## src/rtl/b64e_pkg.sv

```systemverilog
// Shared types, constants and the sextet-to-ASCII map for the Base64 stream encoder.
`default_nettype none
package b64e_pkg;

   localparam int QueueDepth = 2;

   localparam logic [6:0] PadChar = 7'd61;
   localparam logic [6:0] UpperBase = 7'd65;
   localparam logic [6:0] LowerBase = 7'd71;
   localparam logic [6:0] DigitOffset = 7'd4;
   localparam logic [6:0] PlusChar = 7'd43;
   localparam logic [6:0] SlashChar = 7'd47;

   // Characters of one byte, ready to go out; count is 1..4.
   typedef struct packed {
      logic [3:0][6:0] chars;
      logic [2:0]      count;
      logic            last;
   } b64e_job_type;

   function automatic logic [6:0] sextet_char(input logic [5:0] v);
      logic [6:0] ch;
      if (v inside {[6'd0:6'd25]}) begin
         ch = {1'b0, v} + UpperBase;
      end else if (v inside {[6'd26:6'd51]}) begin
         ch = {1'b0, v} + LowerBase;
      end else if (v inside {[6'd52:6'd61]}) begin
         ch = {1'b0, v} - DigitOffset;
      end else if (v == 6'd62) begin
         ch = PlusChar;
      end else begin
         ch = SlashChar;
      end
      return ch;
   endfunction

endpackage
`default_nettype wire

```

## src/rtl/base64_stream_encoder.sv

```systemverilog
// Top level of the Base64 stream encoder: intake, job queue and output serializer.
// The first character of a byte is registered in the job queue and then in the output
//   serializer before it is valid.
// Throughput: one character per cycle while rsp_ready is high, set by the output serializer;
//   a byte gives 1, 2, or 3/4 characters (3/4 for a final byte), 4/3 on average.
// Intake accepts a byte per cycle while the job queue has room (depth QUEUE_DEPTH).
// Reset (synchronous, active high) clears group position, leftover bits, queue and output.
`default_nettype none
module base64_stream_encoder #(
   parameter int QUEUE_DEPTH = b64e_pkg::QueueDepth
) (
   input  wire logic       clock,
   input  wire logic       reset,
   input  wire logic       req_valid,
   output logic            req_ready,
   input  wire logic [7:0] req_in_byte,
   input  wire logic       req_last_byte,
   output logic            rsp_valid,
   input  wire logic       rsp_ready,
   output logic [6:0]      rsp_out_char,
   output logic            rsp_last_char
);
   import b64e_pkg::*;

   // front -> queue
   logic         fq_valid, fq_ready;
   b64e_job_type fq_job;
   // queue -> back
   logic         qb_valid, qb_ready;
   b64e_job_type qb_job;

   // Intake: each accepted byte beat becomes one job of 1..4 characters.
   b64e_front u_front (
      .clock         (clock),
      .reset         (reset),
      .req_valid     (req_valid),
      .req_ready     (req_ready),
      .req_in_byte   (req_in_byte),
      .req_last_byte (req_last_byte),
      .job_valid     (fq_valid),
      .job_ready     (fq_ready),
      .job           (fq_job)
   );

   // Decouples intake from output so either side can stall alone.
   b64e_queue #(
      .DEPTH (QUEUE_DEPTH)
   ) u_queue (
      .clock    (clock),
      .reset    (reset),
      .wr_valid (fq_valid),
      .wr_ready (fq_ready),
      .wr_job   (fq_job),
      .rd_valid (qb_valid),
      .rd_ready (qb_ready),
      .rd_job   (qb_job)
   );

   // Output: one character beat per cycle while the receiver is ready, next job loaded as the last one leaves.
   b64e_back u_back (
      .clock         (clock),
      .reset         (reset),
      .job_valid     (qb_valid),
      .job_ready     (qb_ready),
      .job           (qb_job),
      .rsp_valid     (rsp_valid),
      .rsp_ready     (rsp_ready),
      .rsp_out_char  (rsp_out_char),
      .rsp_last_char (rsp_last_char)
   );

endmodule
`default_nettype wire

```

## src/rtl/b64e_front.sv

```systemverilog
// Byte intake: tracks group position and leftover bits, builds the characters of each byte.
`default_nettype none
module b64e_front (
   input  wire logic                 clock,
   input  wire logic                 reset,
   input  wire logic                 req_valid,
   output logic                      req_ready,
   input  wire logic [7:0]           req_in_byte,
   input  wire logic                 req_last_byte,
   output logic                      job_valid,
   input  wire logic                 job_ready,
   output b64e_pkg::b64e_job_type    job
);
   import b64e_pkg::*;

   localparam logic [1:0] GroupPos0 = 2'd0;
   localparam logic [1:0] GroupPos1 = 2'd1;
   localparam logic [1:0] GroupPos2 = 2'd2;

   logic [1:0] pos_ff, pos_in;
   logic [3:0] left_ff, left_in;
   logic       take;

   assign req_ready = job_ready;
   assign job_valid = req_valid;
   assign take      = req_valid && job_ready;

   always_comb begin
      job.chars = '0;
      job.count = 3'd1;
      job.last  = req_last_byte;
      pos_in    = pos_ff;
      left_in   = left_ff;
      case (pos_ff)
         GroupPos1: begin
            job.chars[0] = sextet_char({left_ff[1:0], req_in_byte[7:4]});
            if (req_last_byte) begin
               job.chars[1] = sextet_char({req_in_byte[3:0], 2'b00});
               job.chars[2] = PadChar;
               job.count    = 3'd3;
            end
            pos_in  = GroupPos2;
            left_in = req_in_byte[3:0];
         end
         GroupPos2: begin
            job.chars[0] = sextet_char({left_ff, req_in_byte[7:6]});
            job.chars[1] = sextet_char(req_in_byte[5:0]);
            job.count    = 3'd2;
            pos_in       = GroupPos0;
            left_in      = '0;
         end
         default: begin
            // position 0, and the unused position 3 treated alike
            job.chars[0] = sextet_char(req_in_byte[7:2]);
            if (req_last_byte) begin
               job.chars[1] = sextet_char({req_in_byte[1:0], 4'b0000});
               job.chars[2] = PadChar;
               job.chars[3] = PadChar;
               job.count    = 3'd4;
            end
            pos_in  = GroupPos1;
            left_in = {2'b00, req_in_byte[1:0]};
         end
      endcase
      if (req_last_byte) begin
         pos_in  = GroupPos0;
         left_in = '0;
      end
   end

   always_ff @(posedge clock) begin
      if (reset) begin
         pos_ff  <= GroupPos0;
         left_ff <= '0;
      end else if (take) begin
         pos_ff  <= pos_in;
         left_ff <= left_in;
      end
   end

endmodule
`default_nettype wire

```

## src/rtl/b64e_queue.sv

```systemverilog
// Short register queue of per-byte character jobs between intake and output.
`default_nettype none
module b64e_queue #(
   parameter int DEPTH = b64e_pkg::QueueDepth
) (
   input  wire logic                 clock,
   input  wire logic                 reset,
   input  wire logic                 wr_valid,
   output logic                      wr_ready,
   input  wire b64e_pkg::b64e_job_type wr_job,
   output logic                      rd_valid,
   input  wire logic                 rd_ready,
   output b64e_pkg::b64e_job_type    rd_job
);
   import b64e_pkg::*;

   localparam int PtrW = (DEPTH > 1) ? $clog2(DEPTH) : 1;
   localparam int CntW = $clog2(DEPTH + 1);
   localparam logic [PtrW-1:0] LastPtr = PtrW'(DEPTH - 1);
   localparam logic [CntW-1:0] FullCnt = CntW'(DEPTH);

   b64e_job_type        slot_ff [DEPTH];
   logic [PtrW-1:0]     wptr_ff, rptr_ff;
   logic [CntW-1:0]     cnt_ff;
   logic                push, pop;

   assign wr_ready = (cnt_ff != FullCnt);
   assign rd_valid = (cnt_ff != '0);
   assign rd_job   = slot_ff[rptr_ff];
   assign push     = wr_valid && wr_ready;
   assign pop      = rd_valid && rd_ready;

   always_ff @(posedge clock) begin
      if (push) begin
         slot_ff[wptr_ff] <= wr_job;
      end
   end

   always_ff @(posedge clock) begin
      if (reset) begin
         wptr_ff <= '0;
         rptr_ff <= '0;
         cnt_ff  <= '0;
      end else begin
         if (push) begin
            wptr_ff <= (wptr_ff == LastPtr) ? '0 : wptr_ff + 1'b1;
         end
         if (pop) begin
            rptr_ff <= (rptr_ff == LastPtr) ? '0 : rptr_ff + 1'b1;
         end
         if (push && !pop) begin
            cnt_ff <= cnt_ff + 1'b1;
         end else if (pop && !push) begin
            cnt_ff <= cnt_ff - 1'b1;
         end
      end
   end

endmodule
`default_nettype wire

```

## src/rtl/b64e_back.sv

```systemverilog
// Output serializer: sends the characters of each job one beat at a time.
`default_nettype none
module b64e_back (
   input  wire logic                 clock,
   input  wire logic                 reset,
   input  wire logic                 job_valid,
   output logic                      job_ready,
   input  wire b64e_pkg::b64e_job_type job,
   output logic                      rsp_valid,
   input  wire logic                 rsp_ready,
   output logic [6:0]                rsp_out_char,
   output logic                      rsp_last_char
);
   import b64e_pkg::*;

   b64e_job_type job_ff;
   logic         busy_ff;
   logic [1:0]   idx_ff;
   logic         at_end, fin, load;

   assign at_end = ({1'b0, idx_ff} + 3'd1) == job_ff.count;
   assign fin    = busy_ff && rsp_ready && at_end;
   assign load   = job_valid && (!busy_ff || fin);
   assign job_ready = load;

   assign rsp_valid     = busy_ff;
   assign rsp_out_char  = job_ff.chars[idx_ff];
   assign rsp_last_char = job_ff.last && at_end;

   always_ff @(posedge clock) begin
      if (load) begin
         job_ff <= job;
      end
   end

   always_ff @(posedge clock) begin
      if (reset) begin
         busy_ff <= 1'b0;
         idx_ff  <= '0;
      end else if (load) begin
         busy_ff <= 1'b1;
         idx_ff  <= '0;
      end else if (fin) begin
         busy_ff <= 1'b0;
         idx_ff  <= '0;
      end else if (busy_ff && rsp_ready) begin
         idx_ff <= idx_ff + 2'd1;
      end
   end

endmodule
`default_nettype wire

```

## config.mk

```make
export PLATFORM = sky130hd
export DESIGN_NAME = base64_stream_encoder
export DESIGN_NICKNAME = d
export VERILOG_FILES = /design/src/rtl/b64e_pkg.sv /design/src/rtl/base64_stream_encoder.sv /design/src/rtl/b64e_front.sv /design/src/rtl/b64e_queue.sv /design/src/rtl/b64e_back.sv
export SDC_FILE = /design/constraint.sdc
export NUM_CORES = 1
export LEC_CHECK = 0
export ABC_CLOCK_PERIOD_IN_PS = 3700
export BUFFER_PORTS_ARGS = -buffer_cell sky130_fd_sc_hd__buf_2
export CORE_MARGIN = 3
export CORE_UTILIZATION = 55
export CTS_BUF_LIST = sky130_fd_sc_hd__clkbuf_8
export DETAILED_ROUTE_END_ITERATION = 10
export MAX_ROUTING_LAYER = met4
export PLACE_DENSITY = 0.78
export SETUP_SLACK_MARGIN = 0.2
export SKIP_CTS_REPAIR_TIMING = 1
export SYNTH_ARGS = -nofsm -noshare
export SYNTH_HDL_FRONTEND = slang
export SYNTH_SLANG_ARGS = --single-unit
```

## constraint.sdc

```tcl
create_clock -name clock -period 3.7 [get_ports clock]
set_input_delay 0.37 -clock clock [delete_from_list [all_inputs] [get_ports clock]]
set_output_delay 0.37 -clock clock [all_outputs]
set_load 0.05 [all_outputs]
```

==> reports/metrics.csv, run 1 <==
metric;value;unit
Clock Latency Late Sink;330;ps
average size of a mapped cell;9.48;um2
GR Util All Layers;25.4;%
DP Wirelength;9270;um
die area;10700;um2
critical path class;reg -> reg;
Setup crit end kind;flop;
Area Growth Syn to Fin;5.77;%
final instance area;5500;um2
clock skew;9.00;ps
Die H;103;um
Tightest Pin Transition;874;ps
post-detailed-placement cell area;5330;um2
mux cell area share after synthesis;5.68;%
post-synthesis cell type count;68;
synth warn;0;
routed len/inst;19.2;um
largest family of logic cells by synthesized area;compound AO/OA/AOI/OAI gates;
Via Count;4441;
IO Port Bufs;22;
hold path start;rsp_ready;
CP Data Required Time;3710;ps
Setup TNS;0;ps
worst hold path class;in -> reg;
worst path arrival time;3120;ps
clock sinks;70;
largest net degree at the start of global routing;24;
initial antenna violation count;0;
hold depth;3;
CTS buffer count;9;
DIE WIDTH;103;um
Leakage Power;2.01;nW
# setup viols final;0;
# IOs;23;
max-cap violation count;0;
CP Max Fanout;13;
EDFF count, synth;57;
CTS root buf;clkbuf_8;
post-synthesis sequential area ratio;37.9;%
Final Wtd Congestion;0.993;
Worst slew margin;41.7;%
TritonRoute pass-1 iters;6;
Syn Inst Count;549;
Core Box Area;8930;um2
reg2reg setup slack;590;ps
RSZ-0062 raised after global routing;no;
Mapped Nets;597;
standard-cell rows;34;
Final Hold Fails;0;
CTS Buffer Depth;2;
total gr overflow;0;
global-route wire length before repair;20400;um
drt initial violations;413;
CTS tree;built;
FMAX;322;MHz
worst hold endpoint;u_back.idx_ff[1]$_SDFFE_PP0P_;
Vias/cell;6.65;
Syn Std Cell Area;5200;um2
Nets;603;
Synth Flop Type;edfxtp_1;
R2R Path Start;u_front.left_ff[1]$_SDFFE_PP0P_;
Antenna diodes;0;
FF+latch count, synth;70;
post-synthesis adder-cell area fraction;8.42;%
clock-pin slew on the worst setup and hold paths;70;ps
worst vdd ir;0.326;mV
pwr dens;484;nW/um2
layout cells sized above 1;14.3;%
Initial Util;58.2;%
Slew Viols, Final;0;
ys async rst share;0;%
H-tree depth;3;
number of global-route vias before repair;4038;
status;finished, final reports clean;
Period minus WS final;3110;ps
Startpoint Class;flop;
Synth Area in XOR/XNOR;4.21;%
# DRC;0;
Worst R2R End;u_queue.slot_ff[0][6]$_DFFE_PP_;
Routed Antenna Nets;0;
FF-to-FF path depth;7;
post-synthesis compound-gate area fraction;21.9;%
period utilization;84.0;%
Synth Area in Simple Gates;16.8;%
Routed WL;12800;um
-- cells by family (layout without fill, tap and decap cells) --
family | after synthesis | in the layout
multiplexers | 27 | 27
adder cells (fa/ha/maj) | 35 | 35
AND/OR/NAND/NOR | 179 | 179
XOR/XNOR | 25 | 25
flip-flops | 70 | 70
buffers and inverters | 59 | 70
AO/OA/AOI/OAI | 154 | 154
-- metrics by stage --
step	setup WS (ps)	utilization, %	hold slack, ps	cells	power, mW
2_1_floorplan	670	-	439	549	1.92
3_3_place_gp	503	59.6	497	652	2.12
3_5_place_dp	526	59.6	517	652	2.15
4_1_cts	659	61.6	318	668	2.68
5_1_grt	414	61.6	341	668	2.82
6_report	593	61.6	340	668	2.66
-- flip-flops by register name (all words and copies together), names as in the netlist --
name / flops
u_back.rsp_valid: 1
u_queue.wptr_ff: 1
u_queue.rptr_ff: 1
u_front.left_ff: 4
u_back.idx_ff: 2
u_queue.cnt_ff: 2
u_back.job_ff: 19
u_queue.slot_ff: 38
u_front.pos_ff: 2
-- worst max-delay path: stages, from the launching register on --
cell	delay, ps
dfxtp_1	740
ha_1	430
inv_1	140
a221oi_2	480
or2_1	360
mux2i_1	120
o41ai_1	320
a22oi_1	210
-- where the power goes --
part / switching (mW) / internal, mW / total [mW]
logic: 0.624 / 0.318 / 0.942
registers: 0.0923 / 1.10 / 1.20
clock network: 0.251 / 0.273 / 0.523
-- cell type report --
cell class | instances | area, um2
fillers | 746 | 3430
multi-input cells | 420 | 2960
flip-flops and latches | 70 | 1970
repair buffers | 29 | 163
clock buffers | 11 | 151
well taps | 108 | 135
inverters | 25 | 93.8
clock inverters | 5 | 25.0
-- worst max-delay path by stage --
stage | startpoint | to | slack [ps] | cells after the start
floorplan | u_back.idx_ff[1]$_SDFFE_PP0P_ | u_queue.cnt_ff[1]$_SDFFE_PP0P_ | 670 | 9
global placement | req_in_byte[6] | u_queue.slot_ff[0][6]$_DFFE_PP_ | 500 | 8
detailed placement | req_in_byte[5] | u_queue.slot_ff[0][10]$_DFFE_PP_ | 530 | 8
CTS | u_front.left_ff[1]$_SDFFE_PP0P_ | u_queue.slot_ff[0][6]$_DFFE_PP_ | 660 | 7
global route | u_front.left_ff[1]$_SDFFE_PP0P_ | u_queue.slot_ff[0][6]$_DFFE_PP_ | 410 | 7
finish | u_front.left_ff[1]$_SDFFE_PP0P_ | u_queue.slot_ff[0][6]$_DFFE_PP_ | 590 | 7
-- per-layer routing --
layer	GRT usage [%]	wire, um
met2	40.5	6020
met1	33.0	5420
met3	2.95	973
met4	10.9	381
met5	-	0
-- cells in the mapped netlist (3+ instances only) --
cell type  count  area [um2]
o311ai_0       7        61.3
nor2_1        46         173
dfxtp_1       13         260
o21ai_0       37         185
and2_1         3        18.8
edfxtp_1      57        1710
nor2b_1       10        62.6
nand2b_1       9        56.3
a32o_1         4        40.0
o31ai_1        6        45.0
nand3_1       16        80.1
a221oi_1       3        26.3
mux2i_1        7        70.1
buf_4          6        45.0
mux2_2        20         225
a31o_2         4        35.0
a211oi_1       3        22.5
nor3b_1        3        22.5
o2111ai_1      5        43.8
a31oi_1        5        31.3
a21boi_0       3        22.5
or2_2          6        37.5
xnor2_1       16         140
or3_1          8        50.1
nand2_1       46         173
nor3_1        15        75.1
o211ai_1      13        97.6
ha_1          35         438
nand3b_1       3        22.5
a21oi_1       15        75.1
a32oi_1        5        43.8
a22oi_1       12        90.1
clkbuf_1      19        71.3
a21o_1         5        37.5
inv_1         23        86.3
xor2_1         9        78.8
buf_2          7        35.0
nand4_1        6        37.5
-- cells in the final DEF (no fill, tap or decap), types with 15 or more instances in the layout --
cell and n:
a21oi_1 15, buf_2 22, edfxtp_1 57, ha_1 35
inv_1 24, mux2_2 20, nand2_1 46, nand3_1 16
nor2_1 46, nor3_1 15, o21ai_0 37, xnor2_1 16
Power figures use the tool's default switching activity.
==> inputs of run 2 (changes only) <==
Settings changed: ABC_CLOCK_PERIOD_IN_PS 3700 to 2850, PLACE_DENSITY 0.78 to 0.81.
Clock period 3.7 ns to 2.85 ns, I/O delays scaled along.
==> reports/metrics.csv, run 2 (synthesis gave the netlist of run 1 again) <==
metric;value;unit
Fillers;707;
critical path buffer and inverter count;1;
clock sinks;70;
Via Count;4558;
CTS buffer count;9;
Routed Antenna Nets;0;
RSZ-0062 raised after global routing;no;
Routed WL;13500;um
CTS Buffer Depth;2;
pwr dens;611;nW/um2
CP Cell Sequence;buf_4, ha_1, nor2_1, o311ai_2, o211ai_1, o311ai_0, nand4_1;
Nets;645;
Startpoint Class;flop;
# IOs;23;
largest registers;u_queue.slot_ff (38), u_back.job_ff (19), u_front.left_ff (4);
commonest non-fill, non-tap cell in the layout;edfxtp_1;
GR Util All Layers;27.4;%
Final Wtd Congestion;1.05;
total gr overflow;0;
Largest stage delay, worst path;660;ps
largest delay contributor family on the critical path;compound AO/OA/AOI/OAI gates;
initial antenna violation count;0;
largest net degree at the start of global routing;23;
FMAX;397;MHz
Antenna diodes;0;
layout cells sized above 1;20.1;%
DP Wirelength;10300;um
drt initial violations;377;
Finished Layout Cells;710;
final core occ;65.3;%
Die H;103;um
critical path class;reg -> reg;
Final Hold Fails;0;
worst hold slack;263;ps
Setup WS pre-CTS;-61.9;ps
Register Area;1970;um2
max-cap violation count;0;
Tightest Pin Transition;868;ps
clock-pin slew on the worst setup and hold paths;70;ps
DIE WIDTH;103;um
period utilization;88.3;%
Initial Util;58.2;%
CTS tree;built;
standard-cell rows;34;
CP max-delay cell;o311ai_0;
CP Data Required Time;2880;ps
# DRC;0;
IO Port Bufs;22;
global-route wire length before repair;21900;um
TritonRoute pass-1 iters;6;
worst hold path class;in -> reg;
die area;10700;um2
Core Box Area;8930;um2
CTS root buf;clkbuf_8;
Vias/cell;6.42;
Worst slew margin;42.0;%
worst vdd ir;0.449;mV
Area Growth Syn to Fin;12.1;%
Setup crit end kind;flop;
number of global-route vias before repair;4350;
Period minus WS final;2520;ps
Top reg by flops;u_queue.slot_ff;
Total Power Consumption;3.56;mW
max reg flops;38;
post-route setup slack;334;ps
worst path arrival time;2550;ps
Clock Latency Late Sink;330;ps
area of the multi-input gates;2970;um2
H-tree depth;3;
Slew Viols, Final;0;
# setup viols final;0;
clock skew;7.48;ps
# placed instances;694;
commonest cells after routing, fill and taps aside;edfxtp_1, buf_4, nand2_1;
Leakage Power;2.22;nW
routed len/inst;19.0;um
CP Max Fanout;12;
status;finished, final reports clean;
-- run 2: cell count changes in the layout (fill, tap and decap cells not counted), sizes merged --
cell,previous run,this run
buf,29,71
clkbuf,11,9
inv,24,25
bufinv,0,1
-- run 2: metrics by stage --
stage	area, um2	setup TNS (ps)
detailed placement	5650	-124
floorplan	5210	0
global placement	5650	-22.4
global route	5830	0
CTS	5830	0
finish	5830	0
-- run 2: final cells by class --
cell class / instances / area share, %
timing repair buffer: 71 / 8.20
inverter: 25 / 1.61
clock inverter: 7 / 0.987
tap: 108 / 2.32
multi-input combinational: 420 / 50.9
clock buffer: 9 / 2.12
sequential: 70 / 33.8
-- run 2: routing by layer --
layer  global-route usage (%)  wire (um)
met1                     34.7       5690
met2                     43.4       6370
met3                     4.63        920
met4                     12.1        504
met5                        -          0
-- run 2: path summary, 6_finish.rpt --
check                           depth (start not counted)  slack (ps)                             from                               to
worst max-delay path                                    7         330  u_front.left_ff[1]$_SDFFE_PP0P_  u_queue.slot_ff[1][9]$_DFFE_PP_
worst min-delay path                                    3         260                        rsp_ready    u_back.idx_ff[1]$_SDFFE_PP0P_
worst max register to register                          7         330  u_front.left_ff[1]$_SDFFE_PP0P_  u_queue.slot_ff[1][9]$_DFFE_PP_
worst min register to register                          2         530   u_front.pos_ff[1]$_SDFFE_PP0P_   u_front.pos_ff[1]$_SDFFE_PP0P_
-- run 2: power by group --
part	internal [mW]	switching [mW]	total (mW)
registers	1.43	0.117	1.55
logic	0.451	0.835	1.29
clock network	0.390	0.332	0.723
-- run 2: worst register-to-register path, stage by stage (launching register included) --
cell and delay (ps):
dfxtp_1 340, buf_4 230, ha_1 270, nor2_1 80
o311ai_2 100, o211ai_1 320, o311ai_0 660, nand4_1 230
